**src/sv/bcc_pkg.sv**
```systemverilog
package bcc_pkg;

  typedef enum logic [1:0] {
    CmdEdge   = 2'd0,
    CmdTick   = 2'd1,
    CmdQuery  = 2'd2,
    CmdUnused = 2'd3
  } cmd_e;

  typedef enum logic [1:0] {
    ModeNone   = 2'd0,
    ModeSingle = 2'd1,
    ModeDouble = 2'd2,
    ModeLong   = 2'd3
  } mode_e;

  localparam int unsigned CfgIdxW = 1;
  localparam logic [CfgIdxW-1:0] RegWindowTicks   = 1'd0;
  localparam logic [CfgIdxW-1:0] RegActiveButtons = 1'd1;

  localparam int unsigned TicksW  = 16;
  localparam int unsigned ActiveW = 5;
  localparam int unsigned LevelW  = 16;
  localparam int unsigned ButtonW = 4;
  localparam int unsigned CountW  = 2;

  localparam logic [TicksW-1:0]  WindowTicksRst = 16'd300;
  localparam logic [CountW-1:0]  CountMax       = 2'd3;

endpackage

```
**src/sv/button_click_classifier_top.sv**
```systemverilog
// Channel  Signals                                   Direction
// -------  ----------------------------------------  ---------
// in       in_valid_i/in_ready_o, cmd_i, button_i,    sink
//          port_i, levels_a_i, levels_b_i
// out      out_valid_o/out_ready_i, mode_o,           source
//          window_closed_o
// cfg      cfg_valid_i/cfg_ready_o, cfg_index_i,      sink
//          cfg_data_i
//
// Each item passes through the input register and then the result register,
// with one item accepted per cycle while the result register is not stalled.
// The per-button state sits in flip-flops, so a window close updates every
// active button in the same cycle. Reset clears it with no clearing pass.
// A stalled result holds the result register; the input register keeps
// accepting while the result register is free or being drained.
module button_click_classifier_top
  import bcc_pkg::*;
#(
  parameter int unsigned NUM_BUTTONS = 16
) (
  input  logic                 clk_i,
  input  logic                 rst_ni,
  input  logic                 in_valid_i,
  output logic                 in_ready_o,
  input  logic [1:0]           cmd_i,
  input  logic [ButtonW-1:0]   button_i,
  input  logic                 port_i,
  input  logic [LevelW-1:0]    levels_a_i,
  input  logic [LevelW-1:0]    levels_b_i,
  output logic                 out_valid_o,
  input  logic                 out_ready_i,
  output logic [1:0]           mode_o,
  output logic                 window_closed_o,
  input  logic                 cfg_valid_i,
  output logic                 cfg_ready_o,
  input  logic [CfgIdxW-1:0]   cfg_index_i,
  input  logic [TicksW-1:0]    cfg_data_i
);

  logic [TicksW-1:0]  window_ticks_q;
  logic [ActiveW-1:0] active_buttons_q;

  logic               stg_valid_q;
  cmd_e               stg_cmd_q;
  logic [ButtonW-1:0] stg_button_q;
  logic               stg_port_q;
  logic [LevelW-1:0]  stg_levels_a_q;
  logic [LevelW-1:0]  stg_levels_b_q;

  logic [NUM_BUTTONS-1:0] pending_q, pending_d;
  logic [NUM_BUTTONS-1:0] port_q, port_d;
  logic [CountW-1:0]      count_q [NUM_BUTTONS];
  logic [CountW-1:0]      count_d [NUM_BUTTONS];
  mode_e                  mode_q  [NUM_BUTTONS];
  mode_e                  mode_d  [NUM_BUTTONS];
  logic                   window_open_q, window_open_d;
  logic [TicksW-1:0]      ticks_left_q, ticks_left_d;

  logic        out_valid_q;
  logic [1:0]  out_mode_q, out_mode_d;
  logic        out_closed_q, out_closed_d;

  logic        advance;
  logic        in_xfer;
  logic        btn_ok;
  logic        close_win;
  logic [31:0] lev_a_ext;
  logic [31:0] lev_b_ext;

  assign in_xfer     = in_valid_i && in_ready_o;
  assign advance     = stg_valid_q && (!out_valid_q || out_ready_i);
  assign in_ready_o  = !stg_valid_q || advance;
  assign cfg_ready_o = 1'b1;

  assign out_valid_o     = out_valid_q;
  assign mode_o          = out_mode_q;
  assign window_closed_o = out_closed_q;

  assign btn_ok    = int'(stg_button_q) < int'(NUM_BUTTONS);
  assign lev_a_ext = {16'd0, stg_levels_a_q};
  assign lev_b_ext = {16'd0, stg_levels_b_q};
  assign close_win = (stg_cmd_q == CmdTick) && window_open_q && (ticks_left_q <= 16'd1);

  always_comb begin
    pending_d     = pending_q;
    port_d        = port_q;
    count_d       = count_q;
    mode_d        = mode_q;
    window_open_d = window_open_q;
    ticks_left_d  = ticks_left_q;
    out_mode_d    = ModeNone;
    out_closed_d  = 1'b0;
    unique case (stg_cmd_q)
      CmdEdge: begin
        if (btn_ok) begin
          for (int i = 0; i < int'(NUM_BUTTONS); i++) begin
            if (int'(stg_button_q) == i) begin
              port_d[i]    = stg_port_q;
              pending_d[i] = 1'b1;
              if (count_q[i] != CountMax) begin
                count_d[i] = count_q[i] + 2'd1;
              end
            end
          end
          if (!window_open_q) begin
            window_open_d = 1'b1;
            ticks_left_d  = window_ticks_q;
          end
        end
      end
      CmdTick: begin
        if (close_win) begin
          for (int i = 0; i < int'(NUM_BUTTONS); i++) begin
            if (5'(i) < active_buttons_q) begin
              if (!pending_q[i]) begin
                mode_d[i] = ModeNone;
              end else if (count_q[i] > 2'd1) begin
                mode_d[i] = ModeDouble;
              end else if (port_q[i] ? lev_b_ext[i] : lev_a_ext[i]) begin
                mode_d[i] = ModeLong;
              end else begin
                mode_d[i] = ModeSingle;
              end
              pending_d[i] = 1'b0;
              count_d[i]   = '0;
            end
          end
          window_open_d = 1'b0;
          ticks_left_d  = '0;
          out_closed_d  = 1'b1;
        end else if (window_open_q) begin
          ticks_left_d = ticks_left_q - 16'd1;
        end
      end
      CmdQuery, CmdUnused: begin
      end
      default: begin
      end
    endcase
    for (int i = 0; i < int'(NUM_BUTTONS); i++) begin
      if (int'(stg_button_q) == i) begin
        out_mode_d = mode_d[i];
      end
    end
  end

  always_ff @(posedge clk_i or negedge rst_ni) begin
    if (!rst_ni) begin
      window_ticks_q   <= WindowTicksRst;
      active_buttons_q <= '0;
    end else if (cfg_valid_i && cfg_ready_o) begin
      if (cfg_index_i == RegWindowTicks) begin
        window_ticks_q <= cfg_data_i;
      end else if (cfg_index_i == RegActiveButtons) begin
        active_buttons_q <= (int'(cfg_data_i[ActiveW-1:0]) > int'(NUM_BUTTONS))
                            ? ActiveW'(NUM_BUTTONS) : cfg_data_i[ActiveW-1:0];
      end
    end
  end

  always_ff @(posedge clk_i or negedge rst_ni) begin
    if (!rst_ni) begin
      stg_valid_q <= 1'b0;
    end else if (in_ready_o) begin
      stg_valid_q <= in_valid_i;
    end
  end

  always_ff @(posedge clk_i) begin
    if (in_xfer) begin
      stg_cmd_q      <= cmd_e'(cmd_i);
      stg_button_q   <= button_i;
      stg_port_q     <= port_i;
      stg_levels_a_q <= levels_a_i;
      stg_levels_b_q <= levels_b_i;
    end
  end

  always_ff @(posedge clk_i or negedge rst_ni) begin
    if (!rst_ni) begin
      pending_q     <= '0;
      port_q        <= '0;
      window_open_q <= 1'b0;
      ticks_left_q  <= '0;
      for (int i = 0; i < int'(NUM_BUTTONS); i++) begin
        count_q[i] <= '0;
        mode_q[i]  <= ModeNone;
      end
    end else if (advance) begin
      pending_q     <= pending_d;
      port_q        <= port_d;
      window_open_q <= window_open_d;
      ticks_left_q  <= ticks_left_d;
      count_q       <= count_d;
      mode_q        <= mode_d;
    end
  end

  always_ff @(posedge clk_i or negedge rst_ni) begin
    if (!rst_ni) begin
      out_valid_q <= 1'b0;
    end else if (advance) begin
      out_valid_q <= 1'b1;
    end else if (out_ready_i) begin
      out_valid_q <= 1'b0;
    end
  end

  always_ff @(posedge clk_i) begin
    if (advance) begin
      out_mode_q   <= out_mode_d;
      out_closed_q <= out_closed_d;
    end
  end

endmodule
```
**config.mk**
```make
export PLATFORM = sky130hd
export DESIGN_NAME = button_click_classifier_top
export DESIGN_NICKNAME = d
export VERILOG_FILES = /design/src/sv/bcc_pkg.sv /design/src/sv/button_click_classifier_top.sv
export SDC_FILE = /design/constraint.sdc
export NUM_CORES = 1
export LEC_CHECK = 0
export ABC_AREA = 1
export BUFFER_PORTS_ARGS = -buffer_cell sky130_fd_sc_hd__buf_2
export CAP_MARGIN = 0
export CORE_MARGIN = 4
export CORE_UTILIZATION = 35
export CTS_CLUSTER_SIZE = 25
export DETAILED_ROUTE_END_ITERATION = 7
export SYNTH_ARGS = -nofsm -noshare
export SYNTH_HDL_FRONTEND = slang
export SYNTH_SLANG_ARGS = --single-unit
export TNS_END_PERCENT = 100
```
**constraint.sdc**
```tcl
create_clock -name clk_i -period 4.35 [get_ports clk_i]
set_input_delay 1.0875 -clock clk_i [delete_from_list [all_inputs] [get_ports clk_i]]
set_output_delay 1.0875 -clock clk_i [all_outputs]
set_load 0.01 [all_outputs]
```
Word-level counts from Yosys, hierarchy flattened:

Index checks and enable logic that the tools add are counted.

* bits in registers: 178
* bits of input ports: 61
* output and inout port bits: 6
* word-level logic and storage cells: 468

* add/subtract/negate cells: 17
* $lt $le $gt $ge: 34
* equality and inequality tests: 83
* muxes and demuxes: 192
* bitwise operators: 1
* reductions and logical operators: 64

Operators by type and width (number)
* two-way mux 2 bit: 128
* inequality test 2 bit (second input constant): 50
* two-way mux 32 bit: 3
* AND reduction 6 bit: 16
* AND reduction 5 bit: 16
* two-way mux 16 bit: 4
* one-hot mux 16 bit (2 select lines): 2
* one-hot mux 32 bit (2 select lines): 1
* two-way mux 1 bit: 52
* AND reduction 3 bit: 17
* < comparator 4 x 5 -> 1 bit (first input constant): 8
* adder 2 x 1 -> 2 bit (second input constant): 16
* == test 4 bit (second input constant): 8
* greater-than comparator 2 x 1 -> 1 bit (second input constant): 16
* inequality test 2 x 1 -> 1 bit (second input constant): 16
* < comparator 3 x 5 -> 1 bit (first input constant): 4
* == test 4 x 3 -> 1 bit (second input constant): 4
* less-or-equal comparator 16 x 1 -> 1 bit (second input constant): 1
* subtractor 16 x 1 -> 16 bit (second input constant): 1
* < comparator 1 x 5 -> 1 bit (first input constant): 2
* < comparator 2 x 5 -> 1 bit (first input constant): 2
* == test 4 x 2 -> 1 bit (second input constant): 2
* greater-than comparator 5 bit (second input constant): 1
* two-way mux 5 bit: 1
* 13 further kinds: 20

Depth between registers and ports, before layout:

Gate-level depths: netlist (run 1).

* depth after elaboration: 23
* gate-level depth with buffers: 19
* depth with buffers taken out: 19

Worst setup path after synthesis (run 1):

OpenSTA, ideal clock, no wires.

* path type: input port to flip-flop
* start point: input port out_ready_i
* end point: register stg_button_q[0] (enable)
* library setup time: 394 ps
* arrival: 2125 ps
* data required time: 3956 ps
* setup slack: 1832 ps
* cell stages on the path: 4
* path buffers: 0
* cells stage by stage: inv_1 nand3_1 nand2_1 inv_1

* cells in the longest elaborated chain, start to end: 4

Ends and longest elaborated chain
* start: declaration: line button_click_classifier_top.sv:31 `input logic out_ready_i,`
* logical OR 1 bit: line button_click_classifier_top.sv:71 `assign advance = stg_valid_q && (!out_valid_q || out_ready_i);`
* logical AND 1 bit: line button_click_classifier_top.sv:71
* logical OR 1 bit: line button_click_classifier_top.sv:72 `assign in_ready_o = !stg_valid_q || advance;`
* named net in_ready_o: line button_click_classifier_top.sv:24 `output logic in_ready_o,`
* logical AND 1 bit: line button_click_classifier_top.sv:70 `assign in_xfer = in_valid_i && in_ready_o;`
* named net in_xfer: line button_click_classifier_top.sv:64 `logic in_xfer;`
* end signal: assignment: line button_click_classifier_top.sv:172 `stg_button_q <= button_i;`
* end: declaration: line button_click_classifier_top.sv:45 `logic [ButtonW-1:0] stg_button_q;`

The timed path passes the listed nets, and every way through them passes these cells.
A chain may end at the register's enable or synchronous reset.

Worst setup path after layout (run 1):

* start point: register stg_cmd_q[0]
* end point: register out_mode_q[0], in the netlist mode_o[0], data pin

* cells in the longest elaborated chain, start to end: 21

Ends and longest elaborated chain
* start: declaration: line button_click_classifier_top.sv:44 `cmd_e stg_cmd_q;`
* start signal: assignment: line button_click_classifier_top.sv:171 `stg_cmd_q <= cmd_e'(cmd_i);`
* == test 2 x 1 -> 1 bit *: line button_click_classifier_top.sv:82, button_click_classifier_top.sv:93
* logical AND 1 bit (2 in series): line button_click_classifier_top.sv:82 `assign close_win = (stg_cmd_q == CmdTick) && window_open_q && (ticks_left_q <= 16'd1);`
* two-way mux 32 bit: line button_click_classifier_top.sv:112 `if (close_win) begin`
* two-way mux 32 bit *: line button_click_classifier_top.sv:93 `unique case (stg_cmd_q)`
* two-way mux 2 bit (15 in series): line button_click_classifier_top.sv:141 `if (int'(stg_button_q) == i) begin`
* two-way mux 2 bit *: line button_click_classifier_top.sv:141
* named net out_mode_d[0]: line button_click_classifier_top.sv:60 `logic [1:0] out_mode_q, out_mode_d;`
* end signal: assignment: line button_click_classifier_top.sv:211 `out_mode_q <= out_mode_d;`
* end: declaration: line button_click_classifier_top.sv:60

The timed path passes the listed nets; every way through them passes the cells marked *.

==> results of run 1 <==
[flip-flops by register name, indices dropped and copies added, names as in the netlist, 4 cells and up]
register / cells
count_q: 32
mode_q: 32
pending_q: 16
port_q: 16
stg_levels_a_q: 16
stg_levels_b_q: 16
ticks_left_q: 16
window_ticks_q: 16
active_buttons_q: 5
stg_button_q: 4
[report_power, final]
part | internal (mW) | switching [mW] | total [mW]
combinational | 0.507 | 0.794 | 1.30
clock | 0.876 | 0.693 | 1.57
sequential | 2.10 | 0.299 | 2.40
total | 3.49 | 1.79 | 5.27
[worst max-delay path by stage]
stage                 endpoint  slack (ns)  cells after the start
2_1_floorplan  stg_button_q[0]        1.83                      4
6_report             mode_o[0]        0.96                     15
3_5_place_dp       count_q[21]        1.00                     11
3_3_place_gp       count_q[21]        1.09                     11
4_1_cts            count_q[21]        0.99                     11
5_1_grt            count_q[21]        0.72                     11
[kinds of logic after synthesis]
logic type	Yosys count	share of synthesized area
fa+ha+maj	34	0.0461
simple gates	453	0.208
other cells	1	0.000406
mux	26	0.0308
flops	178	0.506
compound gates	214	0.138
buf+inv	149	0.0637
xor+xnor	7	0.00664
[final cells by class]
type / count / area [sq um] / share of cell area
clock buffers: 19 / 453 / 0.0430
multi-input cells: 735 / 3980 / 0.378
inverters: 127 / 480 / 0.0456
clock inverters: 13 / 135 / 0.0128
well taps: 335 / 419 / 0.0398
flip-flops and latches: 178 / 4670 / 0.444
repair buffers: 70 / 394 / 0.0374
[critical path, cell delays in order, from the launching register on]
cell	delay, ns
edfxtp_1	0.55
inv_4	0.20
nor2_8	0.40
inv_2	0.45
a21oi_1	0.35
nand4_1	0.17
nand3_1	0.13
nand2_1	0.06
nor2_1	0.10
nand4_1	0.08
nand2_1	0.15
nand3_1	0.09
nand2_1	0.06
nand3_1	0.10
nand2_1	0.10
nand4_1	0.10
[synthesized netlist by cell type (3+ instances only)]
cell type | number | area [sq um]
clkbuf_1 | 11 | 41.3
or2_2 | 8 | 50.1
dfstp_2 | 4 | 105
nor3_1 | 6 | 30.0
mux2_2 | 19 | 214
nand2_1 | 268 | 1010
a211oi_2 | 3 | 37.5
o21a_1 | 3 | 22.5
a31oi_1 | 9 | 56.3
nor2_2 | 8 | 50.1
o21ai_1 | 4 | 20.0
inv_1 | 116 | 435
xor2_1 | 5 | 43.8
buf_1 | 5 | 18.8
a21oi_1 | 41 | 205
dfrtp_1 | 132 | 3300
o21ai_0 | 92 | 460
o211ai_1 | 6 | 45.0
nand4_1 | 13 | 81.3
mux2i_1 | 7 | 70.1
o22ai_1 | 13 | 81.3
a21oi_2 | 6 | 52.6
edfxtp_1 | 42 | 1260
o31ai_1 | 10 | 75.1
nand3_1 | 49 | 245
nor2_1 | 90 | 338
a211oi_1 | 5 | 37.5
ha_1 | 34 | 425
a221oi_1 | 3 | 26.3
inv_2 | 8 | 30.0
a22oi_1 | 8 | 60.1
[per-stage QoR]
stage / power (mW) / util / instance area (sq um) / hold slack, ns / std cells
global placement: 3.69 / 0.382 / 9940 / 0.463 / 1445
CTS: 5.30 / 0.405 / 10500 / 0.487 / 1477
floorplan: 3.31 / - / 9230 / 0.448 / 1062
global route: 5.64 / 0.405 / 10500 / 0.494 / 1477
detailed placement: 3.72 / 0.382 / 9940 / 0.470 / 1445
finish: 5.27 / 0.405 / 10500 / 0.485 / 1477
[per-layer routing]
| metal | up-vias | part of all wire | GRT usage |
|---|---|---|---|
| li1 | 3668 | - | - |
| met1 | 3532 | 0.48 | 0.241 |
| met2 | 202 | 0.45 | 0.259 |
| met3 | 39 | 0.048 | 0.0265 |
| met4 | 0 | 0.023 | 0.0563 |
| met5 | - | 0 | 0 |
==> impl_metrics.py, run 1 <==
metrics = {
    "grt": {
        "grt_pass1_vias": 7247,
        "grt-ovfl-total": 0,
        "grt_max_degree": 82,
        "grt_pass1_wl_um": 38400,
        "track_usage": 0.168,
        "grt_antenna_before_repair": 0,
    },
    "setup_path": {
        "rr_endpoint": "mode_o[0]",
        "endpoint_kind": "flip-flop",
        "worstSetupStartpointType": "flip-flop",
        "reg2reg_slack_ns": 0.96,
        "worst-path-max-fanout": 37,
        "r2r_cells": 15,
        "reg2reg_from": "stg_cmd_q[0]",
        "worstSetupPathType": "reg -> reg",
        "startpoint": "stg_cmd_q[0]",
        "worstPathArrival_ns": 3.57,
        "worstPathRequired_ns": 4.53,
    },
    "floorplan": {
        "core_sq_mm": 0.0260,
        "die-area_sq_mm": 0.0290,
        "pin_count": 67,
        "start_util": 0.355,
        "row_count": 59,
        "die_w_um": 170,
        "die_h_um": 170,
    },
    "yosys": {
        "synth-edff-count": 42,
        "avgSynthCellArea_sq_um": 8.69,
        "ys.flop_type": "dfrtp_1",
        "synth-seq-area-share": 0.506,
        "yosysWarnings": 0,
        "ys_ff_latch": 178,
        "ys_types": 54,
        "syn-instance-count": 1062,
        "syn_nets": 1157,
        "synthArstFlopShare": 0.764,
        "netlist_area_sq_mm": 0.00923,
    },
    "hold_path": {
        "hold_class": "reg -> reg",
        "holdPathEnd": "mode_q[0]",
        "hold_start": "mode_q[0]",
        "hold_path_depth": 2,
    },
    "sta": {
        "fin_skew_ns": 0.00855,
        "hold_viol": 0,
        "fin_crit_ns": 3.39,
        "fmax_mhz": 295,
        "slew_violations": 0,
        "worst_slack_ns": 0.960,
        "setup_violations": 0,
        "rsz0062_at_grt": "no",
        "timing.final.crit_share": 0.779,
        "tns_ns": 0,
        "relSlewSlack": 0.456,
        "tightest_slew_ns": 0.814,
    },
    "route": {
        "vias_per_cell": 5.04,
        "route.detailed.drc": 0,
        "wire_per_inst_um": 16.1,
        "dr.pass1.iters": 5,
        "vias": 7441,
        "routed_wl_um": 23700,
        "drt_iter0_drc": 571,
        "ant_nets": 0,
    },
    "run": {
        "cap_violations": 0,
    },
    "placement": {
        "gp_congestion": 0.971,
        "port_buffers": 65,
        "hpwl_um": 17100,
        "dp_slack_ns": 1.00,
    },
    "final_layout": {
        "drive_above_1_share": 0.148,
        "fin_nets": 1224,
        "area_growth_pct": 14.0,
        "antenna_cells": 0,
        "fill_cells": 2620,
        "mostFrequentLayoutCells": "nand2_1, dfrtp_1, inv_1",
        "mostFrequentLayoutCell": "nand2_1",
    },
    "clock_tree": {
        "cts_tree": "done",
        "cts.htree.levels": 4,
        "cts-root-to-sink-buffers": 2,
        "cts-root-buf": "clkbuf_16",
        "clock-sinks": 178,
        "cts_buffers": 17,
        "clk_latency_ns": 0.44,
        "cts.clk_slew.worst_paths_ns": 0.07,
        "cts.repair.resized": 0,
        "post_cts_buffers": 0,
        "hold_buffers": 0,
    },
    "power": {
        "p_leak_nw": 4.73,
        "max-vdd-ir-drop_mv": 0.185,
        "power.density_mw_per_mm2": 501,
    },
    "outcome": {
        "outcome": "completed",
    },
}
(Power assumes the default switching activity.)
==> inputs of run 2 (changes only) <==
==> constraint.sdc (replaced) <==
create_clock -name clk_i -period 3.1 [get_ports clk_i]
set_input_delay 0.775 -clock clk_i [delete_from_list [all_inputs] [get_ports clk_i]]
set_output_delay 0.775 -clock clk_i [all_outputs]
set_load 0.01 [all_outputs]
==> impl_metrics.py, run 2 (same netlist as run 1, synthesis figures left out) <==
metrics = {
    "outcome": {
        "outcome": "completed",
    },
    "grt": {
        "grt_max_degree": 70,
        "grt_pass1_vias": 7321,
        "grt_pass1_wl_um": 39400,
        "grt_antenna_before_repair": 0,
        "grt-ovfl-total": 0,
        "track_usage": 0.173,
    },
    "setup_path": {
        "worst-path-max-fanout": 11,
        "crit_chain": "inv_1, nand3_1, nor2_1, nand4_1, clkinv_1, nand2_1, o21ai_0, o21ai_0, inv_1, nand2_1, nand3_1, nand2_1, nand3_1, nand2_1, nand3_1",
        "crit_family": "simple AND/OR/NAND/NOR gates",
        "critPathMaxStageDelay_ns": 0.71,
        "endpoint_kind": "flip-flop",
        "worstPathRequired_ns": 3.28,
        "worstPathArrival_ns": 2.92,
        "path_buf_inv": 3,
        "worstSetupPathType": "reg -> reg",
        "critPathSlowestCell": "edfxtp_1",
        "worstSetupStartpointType": "flip-flop",
    },
    "sta": {
        "relSlewSlack": 0.512,
        "setup_violations": 0,
        "fin_crit_ns": 2.74,
        "tns_ns": 0,
        "hold_viol": 0,
        "fin_skew_ns": 0.0108,
        "fmax_mhz": 365,
        "rsz0062_at_grt": "no",
        "timing.final.crit_share": 0.883,
        "tightest_slew_ns": 0.731,
        "timing.hold.ws_ns": 0.367,
        "slew_violations": 0,
    },
    "final_layout": {
        "fin_nets": 1238,
        "biggestRegsByFlops": "count_q (32), mode_q (32)",
        "mostFrequentLayoutCell": "nand2_1",
        "multi_input_area_sq_mm": 0.00398,
        "drive_above_1_share": 0.157,
        "area_growth_pct": 14.7,
        "regArea_sq_mm": 0.00467,
        "mostFrequentLayoutCells": "nand2_1, dfrtp_1, inv_1",
        "antenna_cells": 0,
        "final_cells": 1491,
        "fill_cells": 2638,
    },
    "power": {
        "p_total_mw": 7.29,
        "p_leak_nw": 4.78,
        "max-vdd-ir-drop_mv": 0.291,
        "power.density_mw_per_mm2": 689,
    },
    "run": {
        "cap_violations": 0,
    },
    "route": {
        "route.detailed.drc": 0,
        "vias": 7554,
        "dr.pass1.iters": 5,
        "drt_iter0_drc": 636,
        "routed_wl_um": 24400,
        "wire_per_inst_um": 16.4,
        "vias_per_cell": 5.07,
        "ant_nets": 0,
    },
    "clock_tree": {
        "cts.repair.resized": 0,
        "post_cts_buffers": 0,
        "clock-sinks": 178,
        "clk_latency_ns": 0.43,
        "cts_tree": "done",
        "cts-root-buf": "clkbuf_16",
        "cts.clk_slew.worst_paths_ns": 0.07,
        "cts-root-to-sink-buffers": 2,
        "cts_buffers": 17,
        "cts.htree.levels": 4,
        "hold_buffers": 0,
    },
    "floorplan": {
        "core_sq_mm": 0.0260,
        "start_util": 0.355,
        "pin_count": 67,
        "row_count": 59,
        "die_h_um": 170,
        "die_w_um": 170,
        "die-area_sq_mm": 0.0290,
    },
    "placement": {
        "port_buffers": 65,
        "hpwl_um": 17500,
        "gp_congestion": 0.935,
        "dp.cells": 1459,
    },
    "hold_path": {
        "hold_class": "in -> async",
    },
}
[run 2: cell count changes in the layout (fill, tap and decap cells not counted), sizes merged]
cell / before / now
bufinv: 2 / 1
clkinvlp: 4 / 2
clkbuf: 19 / 20
inv: 126 / 127
buf: 70 / 84
clkinv: 8 / 9
[run 2: report_power, final]
group	internal (mW)	switching [mW]	total (mW)	leakage, nW
clock network	1.13	0.957	2.09	0.271
registers	2.95	0.414	3.37	2.12
logic	0.725	1.11	1.83	2.40
total	4.81	2.48	7.29	4.78
[run 2: area by class of cell]
cell class	count	area share
clock buffers	20	0.0422
clock inverters	12	0.0103
inverters	127	0.0454
multi-input cells	735	0.375
flip-flops and latches	178	0.441
well taps	335	0.0396
repair buffers	84	0.0460
[run 2: final timing paths]
kind | start | endpoint | slack (ns) | depth (start not counted)
max reg2reg | stg_cmd_q[1] | mode_o[1] | 0.36 | 15
min in group clk_i | mode_q[13] | mode_q[13] | 0.48 | 2
max | stg_cmd_q[1] | mode_o[1] | 0.36 | 15
max in group asynchronous | rst_ni | count_q[26] | 1.95 | 2
min | rst_ni | window_ticks_q[7] | 0.37 | 1
min reg2reg | mode_q[13] | mode_q[13] | 0.48 | 2
[run 2: per-layer routing]
layer,vias to the layer above,GRT usage,wire length (um)
li1,3695,-,-
met1,3558,0.250,11700
met2,256,0.260,10600
met3,45,0.0337,1550
met4,0,0.0628,620
met5,-,0,0
[run 2: stage by stage]
step	util	area, sq um	worst slack (ns)
floorplan	-	9230	0.894
global placement	0.386	10000	0.426
detailed placement	0.386	10000	0.378
CTS	0.407	10600	0.387
global route	0.407	10600	0.117
finish	0.407	10600	0.361
